===== src/sv/assert_macros.svh =====
// ---------------------------------------------------------------------------
// Assertion macros
// Clocked concurrent assertion helpers shared by the RTL files.
// ---------------------------------------------------------------------------
`ifndef ASSERT_MACROS_SVH
`define ASSERT_MACROS_SVH

// Check a property on every rising clock edge outside reset.
`define ASSERT_AT(lbl, clk, rstn, prop, msg) \
  lbl: assert property (@(posedge clk) disable iff (!(rstn)) (prop)) else $error(msg);

// Check that a condition never holds outside reset.
`define ASSERT_NEVER(lbl, clk, rstn, cond, msg) \
  `ASSERT_AT(lbl, clk, rstn, !(cond), msg)

`endif


===== src/sv/amt_pkg.sv =====
// ---------------------------------------------------------------------------
// amt_pkg
// Types and constants shared by the adaptive mean threshold modules.
// ---------------------------------------------------------------------------
`default_nettype none

package amt_pkg;

  // Transaction opcodes
  localparam logic CMD_WRITE = 1'b0;
  localparam logic CMD_QUERY = 1'b1;

  // Configuration register indexes
  localparam logic [1:0] REG_FRAME_WIDTH    = 2'd0;
  localparam logic [1:0] REG_FRAME_HEIGHT   = 2'd1;
  localparam logic [1:0] REG_WINDOW_RADIUS  = 2'd2;
  localparam logic [1:0] REG_OFFSET_EPSILON = 2'd3;

  localparam int unsigned CFG_DATA_W = 9;
  localparam int unsigned CW         = 7;   // frame size / coordinate width
  localparam int unsigned POS_W      = 6;   // port coordinate width
  localparam int unsigned RAD_W      = 4;
  localparam int unsigned EPS_W      = 9;
  localparam int unsigned PIX_W      = 8;
  localparam int unsigned SUM_W      = 18;  // 31 x 31 x 255 fits
  localparam int unsigned CNT_W      = 10;  // up to 961 window pixels
  localparam int unsigned CMP_W      = SUM_W + 2;
  localparam int unsigned STEP_W     = $clog2(SUM_W);

  localparam logic [PIX_W-1:0] PIX_BLACK = 8'd0;
  localparam logic [PIX_W-1:0] PIX_WHITE = 8'd255;

  typedef struct packed {
    logic [CW-1:0]           frame_width;
    logic [CW-1:0]           frame_height;
    logic [RAD_W-1:0]        window_radius;
    logic signed [EPS_W-1:0] offset_epsilon;
  } cfg_t;

  // Controller to datapath commands
  typedef struct packed {
    logic load;       // latch and clamp query coordinates
    logic bounds;     // latch window bounds, clear accumulators
    logic rd_center;  // read centre pixel
    logic rd_scan;    // read window pixel, advance scan position
    logic div_load;   // load divider
    logic div_step;   // one restoring division step
    logic finish;     // register result and strobe
  } ctrl_cmd_t;

  // Datapath to controller status
  typedef struct packed {
    logic scan_last;  // scan position is bottom right of window
  } ctrl_sts_t;

endpackage

`default_nettype wire


===== src/sv/amt_ctrl.sv =====
// ---------------------------------------------------------------------------
// amt_ctrl
// Query sequencer: window scan, division and result strobe.
// ---------------------------------------------------------------------------
`default_nettype none

module amt_ctrl (
  input  wire logic               clk_i,
  input  wire logic               rst_ni,
  input  wire logic               start_i,
  input  wire logic               is_query_i,
  input  wire amt_pkg::ctrl_sts_t sts_i,
  output amt_pkg::ctrl_cmd_t      cmd_o,
  output logic                    busy_o
);

  import amt_pkg::*;

  typedef enum logic [2:0] {
    S_IDLE,
    S_BOUND,
    S_SCAN,
    S_DRAIN,
    S_DIVLD,
    S_DIV,
    S_DONE
  } state_e;

  state_e            state_q, state_d;
  logic [STEP_W-1:0] step_q, step_d;

  always_comb begin
    cmd_o   = '0;
    state_d = state_q;
    step_d  = step_q;
    case (state_q)
      S_IDLE: begin
        if (start_i && is_query_i) begin
          cmd_o.load = 1'b1;
          state_d    = S_BOUND;
        end
      end
      S_BOUND: begin
        cmd_o.bounds    = 1'b1;
        cmd_o.rd_center = 1'b1;
        state_d         = S_SCAN;
      end
      S_SCAN: begin
        cmd_o.rd_scan = 1'b1;
        if (sts_i.scan_last) begin
          state_d = S_DRAIN;
        end
      end
      S_DRAIN: begin
        // let the last read land in the accumulator
        state_d = S_DIVLD;
      end
      S_DIVLD: begin
        cmd_o.div_load = 1'b1;
        step_d         = '0;
        state_d        = S_DIV;
      end
      S_DIV: begin
        cmd_o.div_step = 1'b1;
        if (step_q == STEP_W'(SUM_W - 1)) begin
          state_d = S_DONE;
        end else begin
          step_d = step_q + 1'b1;
        end
      end
      S_DONE: begin
        cmd_o.finish = 1'b1;
        state_d      = S_IDLE;
      end
      default: begin
        state_d = S_IDLE;
      end
    endcase
  end

  always_ff @(posedge clk_i or negedge rst_ni) begin
    if (!rst_ni) begin
      state_q <= S_IDLE;
      step_q  <= '0;
    end else begin
      state_q <= state_d;
      step_q  <= step_d;
    end
  end

  assign busy_o = (state_q != S_IDLE);

endmodule

`default_nettype wire


===== config.mk =====
export PLATFORM = sky130hd
export DESIGN_NAME = amt_ctrl
export DESIGN_NICKNAME = d
export VERILOG_FILES = /design/src/sv/assert_macros.svh /design/src/sv/amt_pkg.sv /design/src/sv/amt_ctrl.sv
export SDC_FILE = /design/constraint.sdc
export NUM_CORES = 1
export LEC_CHECK = 0
export BUFFER_PORTS_ARGS = -buffer_cell sky130_fd_sc_hd__buf_4
export CAP_MARGIN = 20
export CORE_AREA = 2 2 39 41
export DETAILED_ROUTE_END_ITERATION = 6
export DIE_AREA = 0 0 41 43
export PLACE_DENSITY = 0.66
export SYNTH_ARGS = -nofsm -noshare
export SYNTH_HDL_FRONTEND = slang
export SYNTH_SLANG_ARGS = --single-unit

===== constraint.sdc =====
create_clock -name clk_i -period 3.8 [get_ports clk_i]
set_clock_uncertainty 0.15 [all_clocks]
set_input_delay 0.95 -clock clk_i [delete_from_list [all_inputs] [get_ports clk_i]]
set_output_delay 0.95 -clock clk_i [all_outputs]
set_load 0.02 [all_outputs]

* Word level (Yosys, flattened, before mapping)
Index checks and enable logic that the tools add are counted.
** Cells by class
- Equality and inequality tests :: 11
- Reduce and logical (&&, ||, !) cells :: 6
- Muxes and demuxes :: 13
- Add/subtract/negate cells :: 1
** Operators by type and width (count)
- $pmux W3 S6 :: 1
- $pmux W5 S2 :: 1
- $eq A3 B3 Y1 const B :: 3
- $mux W3 :: 3
- $ne A2 B2 Y1 const B :: 4
- $eq A3 B2 Y1 const B :: 2
- $mux W1 :: 6
- $add A5 B1 Y5 const B :: 1
- $eq A5 B5 Y1 const B :: 1
- $mux W5 :: 1
- $eq A3 B1 Y1 const B :: 1
- $logic_not A3 Y1 :: 1
- $reduce_and A3 Y1 :: 1
- $reduce_bool A3 Y1 :: 1
- $mux W2 :: 1
- $reduce_and A2 Y1 :: 1
- $reduce_bool A2 Y1 :: 1
- $logic_and A1 B1 Y1 :: 1
** Word-level totals
- Logic and storage cells :: 33
- Bits in registers :: 8
- Input bits :: 5
- Output and inout bits :: 8

* Logic depth before layout (Yosys ltp)
Gate-level depths: netlist of run 1.
- Depth after elaboration :: 3
- Depth in mapped cells :: 5
- Depth with buffers taken out :: 5

* Worst setup path before layout of run 1
Ideal clock, no wire load.
- Path type :: reg-to-output
- From :: register state_q[0]
- To :: output port cmd_o[5] (netlist name)
- Arrival :: 1.594 ns
- Setup slack :: 1.106 ns
- Stages on the path, launching flop included :: 5
- Required time :: 2.700 ns
- Path buffers :: 3
- Path through :: dfrtp_1 -> clkbuf_1 -> buf_2 -> nor3b_1 -> buf_4
** RTL lines
- start, declared :: line amt_ctrl.sv:29 : state_e state_q, state_d;
- start signal, assigned :: line amt_ctrl.sv:86 : state_q <= state_d;
- end, declared :: line amt_ctrl.sv:13 : output amt_pkg::ctrl_cmd_t cmd_o,

==> metrics.cfg, run 1 <==
[logic_synthesis]
synth-edff-count = 0
syn_area_um2 = 543
synth.top_cells.by_count = dfrtp_1, nand2_1, nor3b_1
synth_cell_types = 32
synth.most_common_cell = dfrtp_1
synth_top_area_cell = dfrtp_1
yosysSeqAreaShare_pct = 36.9
yosys_warnings = 0
syn_nets = 62
synth_top_area_share_pct = 36.9
synth_area_leaders = dfrtp_1, nor3b_1, ha_1, buf_6, mux2_2
synth_seq_cells = 8
syn_area_per_cell_um2 = 9.87
syn_inst = 55
ys_async_sr_fraction_pct = 100
synthFlopType = dfrtp_1

[clock_tree]
post_cts_buffers = 0
clock_sinks = 8
clk_latency_ns = 0.25
cts_htree_levels = 1
postCtsResizedCells = 0
clk_pin_slew_worst_paths_ns = 0.06
cts_tree = built
cts_buffers = 3
postCtsHoldBufs = 0
cts_buffer_depth = 2
ctsRootBufferMaster = clkbuf_4

[timing]
slew_headroom_pct = 66.0
holdWs_ns = 0.350
tightest_slew_ns = 0.510
period_share_pct = 68.1
fin_tns_setup_ns = 0
max_freq_mhz = 386
rsz0062_at_grt = false
drv_slew = 0
min_period_ns = 2.59
finalHoldViolations = 0
setup_viol = 0

[drt]
routed_wirelength_mm = 1.07
vias_per_cell = 5.51
dr.pass1.iters = 5
postRouteAntennaNets = 0
drc = 0
wl_per_cell_um = 13.4
num_vias = 441
drtIter0Drc = 5

[global_routing]
antenna_found_initial = 0
grt_overflow = 0
grt_pass1_vias = 414
grt_max_degree = 19
grt_pass1_wl_mm = 1.81
track_usage_pct = 15.1

[layout]
final_cells = 80
nFillCells = 143
area.growth.synth_to_final_pct = 16.4
finalCoreUtilization_pct = 45.7
fin_nets = 73
drive_above_1_share_pct = 31.3
n_antenna_cell = 0

[setup_path]
cp_max_fo = 18
required_ns = 2.70
path_cells = or3_1 > nor2_1 > buf_4
cpLargestDelayFamily = flip-flops
cp_slowest_cell = dfrtp_1
end_kind = primary output
worstPathArrival_ns = 1.49
startpoint_type = flip-flop
path_class = flip-flop to primary output
slowest_delay_ns = 0.56
path_buf_inv = 1

[placed_design]
hpwl_um = 727
place_congestion = 0.698
dpl.cell_count = 77
port_buffers = 12

[status]
status = finished clean

[power_and_ir_drop]
leakage_uw = 0.000303
ir_drop_uv = 322
power_density_mw_per_mm2 = 706

[floorplan]
core_area_mm2 = 0.00138
initial_core_util_pct = 39.2
die_x_um = 41
die_y_um = 43
placementRows = 14
dieArea_mm2 = 0.00176
ios = 13

[job]
maxCapViolCount = 0

[hold_path]
hp-class = primary input to async pin

[registers in the layout (all words and copies together) (netlist names)]
signal   count
state_q      3
step_q       5
[worst paths after layout]
| kind | from | to | slack, ns | cells after the start |
|---|---|---|---|---|
| hold / removal | rst_ni | step_q[2] | 0.35 | 1 |
| hold reg to reg | step_q[0] | step_q[0] | 0.39 | 1 |
| min in group clk_i | step_q[0] | step_q[0] | 0.39 | 1 |
| setup reg to reg | step_q[0] | step_q[2] | 2.17 | 4 |
| max in group asynchronous | rst_ni | state_q[2] | 3.02 | 1 |
| setup / recovery | state_q[0] | cmd_o[6] | 1.21 | 3 |
[layout make-up]
cell class                 count  area, um^2  area share [%]
clock buffer                   3        22.5            3.56
inverter                       1        3.75           0.594
timing repair buffer          12        90.1            14.3
multi-input combinational     40         295            46.7
sequential                     8         200            31.7
tap                           16        20.0            3.17
[worst register-to-register path: cells and delay by family (launching register included)]
| kind | cells | cell delay, ns |
|---|---|---|
| simple gates | 3 | 0.76 |
| fa+ha+maj | 1 | 0.24 |
| flops | 1 | 0.43 |
[cell usage in the layout (no fill, tap or decap)]
master,count
a211o_1,1
a21oi_1,2
a221o_1,1
a22o_1,1
a31oi_1,1
a32o_1,1
and2_1,1
and3_2,1
and3b_1,1
and4bb_4,1
buf_4,12
clkbuf_4,3
dfrtp_1,8
ha_1,2
inv_1,1
mux2_2,2
nand2_1,5
nand2b_4,1
nand3_1,2
nand3b_1,1
nand4bb_1,1
nor2_1,2
nor2b_1,2
nor3_1,2
nor3b_1,4
o21ai_0,1
o22ai_1,1
or3_1,1
or4_1,1
xnor2_1,1
[through the flow]
step	power (uW)	setup slack (ns)	area, um^2
CTS	448	1.20	632
finish	446	1.21	632
floorplan	331	1.11	543
global route	479	1.12	632
detailed placement	381	1.38	609
global placement	377	1.39	609
[kinds of logic after synthesis]
family,share of synthesized area [%]
xor gates and xnor gates,1.61
DFF,36.9
adders and majority gates,4.61
buffers and inverters,8.75
AOI/OAI and AO/OA,12.0
muxes,4.15
and+or+nand+nor,32.0
[layer usage]
metal | up-vias | track usage [%] | part of all wire (%)
li1 | 216 | - | -
met1 | 214 | 20.3 | 47
met2 | 11 | 22.8 | 50
met3 | 0 | 1.57 | 3.5
met4 | 0 | 8.00 | 0
met5 | - | 0 | 0
[report_power, final]
group	total, uW	leakage, uW	internal, uW	switching (uW)
clock network	66.9	0.0000138	36.3	30.6
logic	201	0.000183	104	96.5
registers	178	0.000106	112	66.4
total	446	0.000303	252	193
Note: power is estimated with default switching activity, not from simulation.
==> inputs of run 2 (changes only) <==
--- a/config.mk
+++ b/config.mk
@@ -5,12 +5,13 @@
 export SDC_FILE = /design/constraint.sdc
 export NUM_CORES = 1
 export LEC_CHECK = 0
+export ABC_AREA = 1
 export BUFFER_PORTS_ARGS = -buffer_cell sky130_fd_sc_hd__buf_4
 export CAP_MARGIN = 20
 export CORE_AREA = 2 2 39 41
 export DETAILED_ROUTE_END_ITERATION = 6
 export DIE_AREA = 0 0 41 43
-export PLACE_DENSITY = 0.66
+export PLACE_DENSITY = 0.69
 export SYNTH_ARGS = -nofsm -noshare
 export SYNTH_HDL_FRONTEND = slang
 export SYNTH_SLANG_ARGS = --single-unit
==> constraint.sdc (replaced) <==
create_clock -name clk_i -period 2.65 [get_ports clk_i]
set_clock_uncertainty 0.15 [all_clocks]
set_input_delay 0.6625 -clock clk_i [delete_from_list [all_inputs] [get_ports clk_i]]
set_output_delay 0.6625 -clock clk_i [all_outputs]
set_load 0.02 [all_outputs]
==> run 2 against run 1 <==
First-iteration DRC count down 20%. Non-clock buffer count unchanged. Die area unchanged. Sequential power up 20%. Utilization up 3.7 points. Clock power up 45%. Global-route usage up 0.48 points. Critical endpoint is now cmd_o[2]. Largest power group unchanged.
==> metrics.cfg, run 2 <==
[status]
status = finished clean

[setup_path]
path_buf_inv = 2  ; +1
required_ns = 1.84  ; -0.86 ns
r2r_setup_slack_ns = 1.27  ; -0.90 ns
path_cells = nor2_2 > nand2_1 > inv_1 > buf_4
path_class = flip-flop to primary output
cp_max_fo = 8  ; -10
cpLargestDelayFamily = flip-flops
r2r_cells = 8  ; +4
worstPathArrival_ns = 1.34  ; -0.15 ns
cp_slowest_cell = dfrtp_1
regToRegStartpoint = step_q[0]
slowest_delay_ns = 0.49  ; -0.07 ns
end_kind = primary output
startpoint_type = flip-flop
reg2reg_to = step_q[4]

[drt]
wl_per_cell_um = 10.3  ; -23%
routed_wirelength_mm = 1.08  ; +0.84%
drc = 0  ; unchanged
postRouteAntennaNets = 0  ; unchanged
vias_per_cell = 4.77  ; -13%
num_vias = 501  ; +14%
dr.pass1.iters = 4  ; -1
drtIter0Drc = 4  ; -1

[logic_synthesis]
synthFlopType = dfrtp_1
synth_seq_cells = 8  ; unchanged
synth.top_cells.by_count = nand2_1, nor2_1, nand3_1, dfrtp_1, inv_1
synth.most_common_cell = nand2_1
syn_area_um2 = 581  ; +6.9%
synth-edff-count = 0  ; unchanged
syn_nets = 84  ; +35%
syn_area_per_cell_um2 = 7.54  ; -24%
synth_cell_types = 22  ; -31%
synth_top_area_share_pct = 34.5  ; -2.4 points
ys_async_sr_fraction_pct = 100  ; unchanged
synth_top_area_cell = dfrtp_1
yosysSeqAreaShare_pct = 34.5  ; -2.4 points
synth_area_leaders = dfrtp_1, nand2_1, nand3_1, nor2_1, inv_1
yosys_warnings = 0  ; unchanged
syn_inst = 77  ; +40%

[timing]
fin_tns_setup_ns = 0  ; unchanged
min_period_ns = 2.15
slew_headroom_pct = 78.0  ; +12 points
setup_viol = 0  ; unchanged
finalHoldViolations = 0  ; unchanged
rsz0062_at_grt = false
period_share_pct = 81.2
setup_ws_ns = 0.498  ; -0.713 ns
drv_slew = 0  ; unchanged
max_freq_mhz = 465
tightest_slew_ns = 0.330  ; -0.180 ns

[floorplan]
ios = 13  ; unchanged
dieArea_mm2 = 0.00176  ; unchanged
core_area_mm2 = 0.00138  ; unchanged
die_y_um = 43  ; unchanged
die_x_um = 41  ; unchanged
placementRows = 14  ; unchanged
initial_core_util_pct = 42.0  ; +2.7 points

[clock_tree]
cts_buffer_depth = 2  ; unchanged
clk_latency_ns = 0.26  ; about the same
ctsRootBufferMaster = clkbuf_4
postCtsResizedCells = 0  ; unchanged
postCtsHoldBufs = 0  ; unchanged
post_cts_buffers = 0  ; unchanged
clock_sinks = 8  ; unchanged
cts_buffers = 3  ; unchanged
cts_htree_levels = 1  ; unchanged
cts_tree = built
clk_pin_slew_worst_paths_ns = 0.06  ; about the same

[global_routing]
grt_pass1_wl_mm = 1.85  ; +2.3%
track_usage_pct = 15.6  ; +0.48 points
grt_overflow = 0  ; unchanged
grt_max_degree = 10  ; -9
use_met2_pct = 19.7  ; -3.1 points
grtUsageMet1_pct = 23.1  ; +2.8 points
antenna_found_initial = 0  ; unchanged
grt_use_met3_pct = 6.28  ; +4.7 points
grt_busiest_layer = met1
grt_pass1_vias = 440  ; +6.3%

[layout]
area.growth.synth_to_final_pct = 17.7
seqCellArea_um2 = 200  ; unchanged
final_cell_mix = nand2_1, buf_4, nor2_1
finalCoreUtilization_pct = 49.4  ; +3.7 points
regMostFlops = step_q
drive_above_1_share_pct = 28.1  ; -3.2 points
final_cells = 105  ; +31%
n_antenna_cell = 0  ; unchanged
nFillCells = 135  ; -5.6%
fin_nets = 98  ; +34%
mostFrequentLayoutCell = nand2_1
multi_input_area_um2 = 300  ; +1.7%
largest_reg_flops = 5  ; unchanged
reg.largest.list = step_q (5), state_q (3)

[placed_design]
port_buffers = 12  ; unchanged
dpl.cell_count = 102  ; +32%
place_ws_ns = 0.787  ; -0.597 ns
hpwl_um = 839  ; +15%
place_congestion = 0.756  ; +8.3%

[power_and_ir_drop]
leakage_uw = 0.000356  ; +18%
power_density_mw_per_mm2 = 1010  ; +43%
ir_drop_uv = 513  ; +59%
fin_total_pwr_uw = 691  ; +55%

[hold_path]
hp-class = primary input to async pin

[job]
maxCapViolCount = 0  ; unchanged

==> run 2: layer usage <==
metal / share of wire [%] / up-vias
met5: 0 / -
met4: 1.4 / 0
met3: 3.6 / 4
met2: 45 / 7
met1: 50 / 224
li1: - / 266
==> run 2: final cells by class <==
class / instances / share of cell area [%]
Timing Repair Buffer: 12 / 13.2
Multi-Input combinational cell: 54 / 44.0
Clock buffer: 3 / 3.30
Tap cell: 16 / 2.93
Inverter: 12 / 7.33
Sequential cell: 8 / 29.3
==> run 2: worst max-delay path by stage <==
stage | from | end | slack [ns] | depth (start not counted)
6_report | state_q[0] | cmd_o[2] | 0.50 | 4
5_1_grt | state_q[0] | cmd_o[2] | 0.45 | 4
4_1_cts | state_q[0] | cmd_o[2] | 0.51 | 4
3_5_place_dp | start_i | cmd_o[6] | 0.79 | 4
3_3_place_gp | start_i | cmd_o[6] | 0.80 | 4
2_1_floorplan | state_q[1] | cmd_o[5] | 0.74 | 4
==> run 2: cell families (layout without fill, tap and decap cells) <==
| family | count (synthesis) | count (layout) | share of synthesized area (%) |
|---|---|---|---|
| adders and majority gates | 2 | 2 | 4.31 |
| AOI/OAI and AO/OA | 5 | 5 | 5.60 |
| and+or+nand+nor | 46 | 46 | 40.3 |
| xor gates and xnor gates | 1 | 1 | 1.51 |
| DFF | 8 | 8 | 34.5 |
| buffers and inverters | 15 | 27 | 13.8 |
==> run 2: through the flow <==
stage	hold WS [ns]	area, um^2
after global placement	0.336	661
final	0.0582	683
after global routing	0.0637	683
after detailed placement	0.340	661
after floorplan	0.217	581
after CTS	0.0587	683
==> run 2: power by group <==
group | switching [uW] | internal, uW
Sequential | 61.7 | 152
Combinational | 237 | 144
Clock | 45.0 | 52.1
Total | 343 | 348
==> inputs of run 3 (changes only) <==
==> constraint.sdc (replaced) <==
create_clock -name clk_i -period 2.1 [get_ports clk_i]
set_clock_uncertainty 0.15 [all_clocks]
set_input_delay 0.525 -clock clk_i [delete_from_list [all_inputs] [get_ports clk_i]]
set_output_delay 0.525 -clock clk_i [all_outputs]
set_load 0.02 [all_outputs]
==> run 3 against run 2 <==
Critical endpoint unchanged. Worst hold slack better by 0.36 ns. Sequential cell count unchanged. Critical path type unchanged. Sequential power rose by 26%.
==> metrics.cfg, run 3 (synthesis results as in run 2) <==
[status]
status = finished clean

[global_routing]
grt_pass1_vias = 443  ; +0.68%
grt_pass1_wl_mm = 1.84  ; -0.38%
antenna_found_initial = 0  ; unchanged
grt_max_degree = 10  ; unchanged
grt_overflow = 0  ; unchanged
track_usage_pct = 15.9  ; +0.32 points

[drt]
routed_wirelength_mm = 1.09  ; +1.0%
drc = 0  ; unchanged
postRouteAntennaNets = 0  ; unchanged
dr.pass1.iters = 2  ; -2
num_vias = 504  ; +0.60%
drtIter0Drc = 8  ; +4
wl_per_cell_um = 10.3  ; about the same
vias_per_cell = 4.75  ; -0.35%

[setup_path]
startpoint_type = flip-flop
r2r_cells = 7  ; -1
cp_max_fo = 8  ; unchanged
path_class = flip-flop to primary output
regToRegStartpoint = step_q[0]
required_ns = 1.42  ; -0.42 ns
reg2reg_to = step_q[1]
worstPathArrival_ns = 1.32  ; -0.02 ns
end_kind = primary output
r2r_setup_slack_ns = 0.71  ; -0.56 ns

[power_and_ir_drop]
power_density_mw_per_mm2 = 1260  ; +25%
p_sw_uw = 434  ; +26%
ir_drop_uv = 718  ; +40%
p_sw_share_pct = 49.6  ; about the same
p_clk_share_pct = 14.3  ; +0.3 points
p_comb_share_pct = 55.1  ; about the same
leakage_uw = 0.000361  ; +1.2%
p_seq_share_pct = 30.6  ; -0.3 points
p_int_uw = 441  ; +27%

[layout]
fin_nets = 99  ; +1.0%
area.growth.synth_to_final_pct = 19.4
seqCellArea_um2 = 200  ; unchanged
reg.largest.list = step_q (5), state_q (3)
n_antenna_cell = 0  ; unchanged
final_cell_mix = nand2_1, buf_4, nor2_1
final_cells = 106  ; +0.95%
regMostFlops = step_q
mostFrequentLayoutCell = nand2_1
multi_input_area_um2 = 300  ; unchanged
nFillCells = 140  ; +3.7%
largest_reg_flops = 5  ; unchanged
drive_above_1_share_pct = 27.8  ; -0.31 points

[timing]
drv_slew = 0  ; unchanged
fin_tns_setup_ns = 0  ; unchanged
rsz0062_at_grt = false
slew_headroom_pct = 79.2  ; +1.2 points
max_freq_mhz = 501
period_share_pct = 95.1
finalHoldViolations = 0  ; unchanged
tightest_slew_ns = 0.312  ; -0.0184 ns
min_period_ns = 2.00
setup_viol = 0  ; unchanged

[floorplan]
dieArea_mm2 = 0.00176  ; unchanged
initial_core_util_pct = 42.0  ; unchanged
core_area_mm2 = 0.00138  ; unchanged
die_y_um = 43  ; unchanged
placementRows = 14  ; unchanged
die_x_um = 41  ; unchanged
ios = 13  ; unchanged

[job]
maxCapViolCount = 0  ; unchanged

[placed_design]
dpl.cell_count = 102  ; unchanged
port_buffers = 12  ; unchanged
hpwl_um = 845  ; +0.75%
place_congestion = 0.869  ; +15%

[clock_tree]
cts_tree = built
post_cts_buffers = 0  ; unchanged
clk_pin_slew_worst_paths_ns = 0.06  ; about the same
clk_latency_ns = 0.26  ; about the same
ctsRootBufferMaster = clkbuf_4
cts_buffers = 3  ; unchanged
cts_htree_levels = 1  ; unchanged
cts_buffer_depth = 2  ; unchanged
clock_sinks = 8  ; unchanged
postCtsResizedCells = 0  ; unchanged

[hold_path]
worstHoldStart = sts_i
hp-class = primary input to flip-flop
hold_end = state_q[1]
holdPathStages = 4

## run 3: cell count changes in the layout (fill, tap and decap cells not counted), sizes merged
cell	previous run	this run
dlygate4sd3	0	1
## run 3: timing repair
action	4_1_cts	5_1_grt
hold endpoints to repair	8	0
hold buffers	1	0
endpoints found under the setup margin	0	0
## run 3: power groups by stage
stage | registers, uW | clock network (uW) | logic, uW
global placement | 266 | 0 | 482
finish | 268 | 125 | 482
global route | 276 | 135 | 534
detailed placement | 269 | 0 | 484
CTS | 266 | 130 | 488
floorplan | 234 | 0 | 400
## run 3: metrics by stage
| step | setup WS [ns] | hold slack (ns) | util, % | power [uW] | cell area (um^2) |
|---|---|---|---|---|---|
| after floorplan | 0.331 | 0.0794 | - | 634 | 581 |
| after global placement | 0.416 | 0.198 | 47.7 | 747 | 661 |
| after detailed placement | 0.398 | 0.200 | 47.7 | 753 | 661 |
| after CTS | 0.101 | 0.415 | 50.1 | 883 | 693 |
| after global routing | 0.0299 | 0.438 | 50.1 | 946 | 693 |
| final | 0.103 | 0.418 | 50.1 | 875 | 693 |
## run 3: cell type report
cell class / instances / area share (%)
Timing Repair Buffer: 13 / 14.4
Sequential cell: 8 / 28.9
Multi-Input combinational cell: 54 / 43.3
Inverter: 12 / 7.22
Tap cell: 16 / 2.89
Clock buffer: 3 / 3.25
## run 3: worst max-delay path, cell delays in order (launching register included)
cell and delay [ns]:
dfrtp_1 0.48, nor2_2 0.16, nand2_1 0.18, inv_1 0.10
buf_4 0.14
## run 3: worst max-delay path by stage
stage / startpoint / endpoint / slack, ns / cells after the start
after global placement: state_q[0] / cmd_o[2] / 0.42 / 4
after global routing: state_q[0] / cmd_o[2] / 0.03 / 4
final: state_q[0] / cmd_o[2] / 0.10 / 4
after floorplan: state_q[1] / cmd_o[5] / 0.33 / 4
after detailed placement: state_q[0] / cmd_o[2] / 0.40 / 4
after CTS: state_q[0] / cmd_o[2] / 0.10 / 4
## run 3: routing by layer
metal	share of wire [%]	vias to the layer above	global-route usage, %
li1	-	266	-
met1	50	227	21.5
met2	45	7	21.3
met3	3.3	4	4.71
met4	2.3	0	10.0
met5	0	-	0
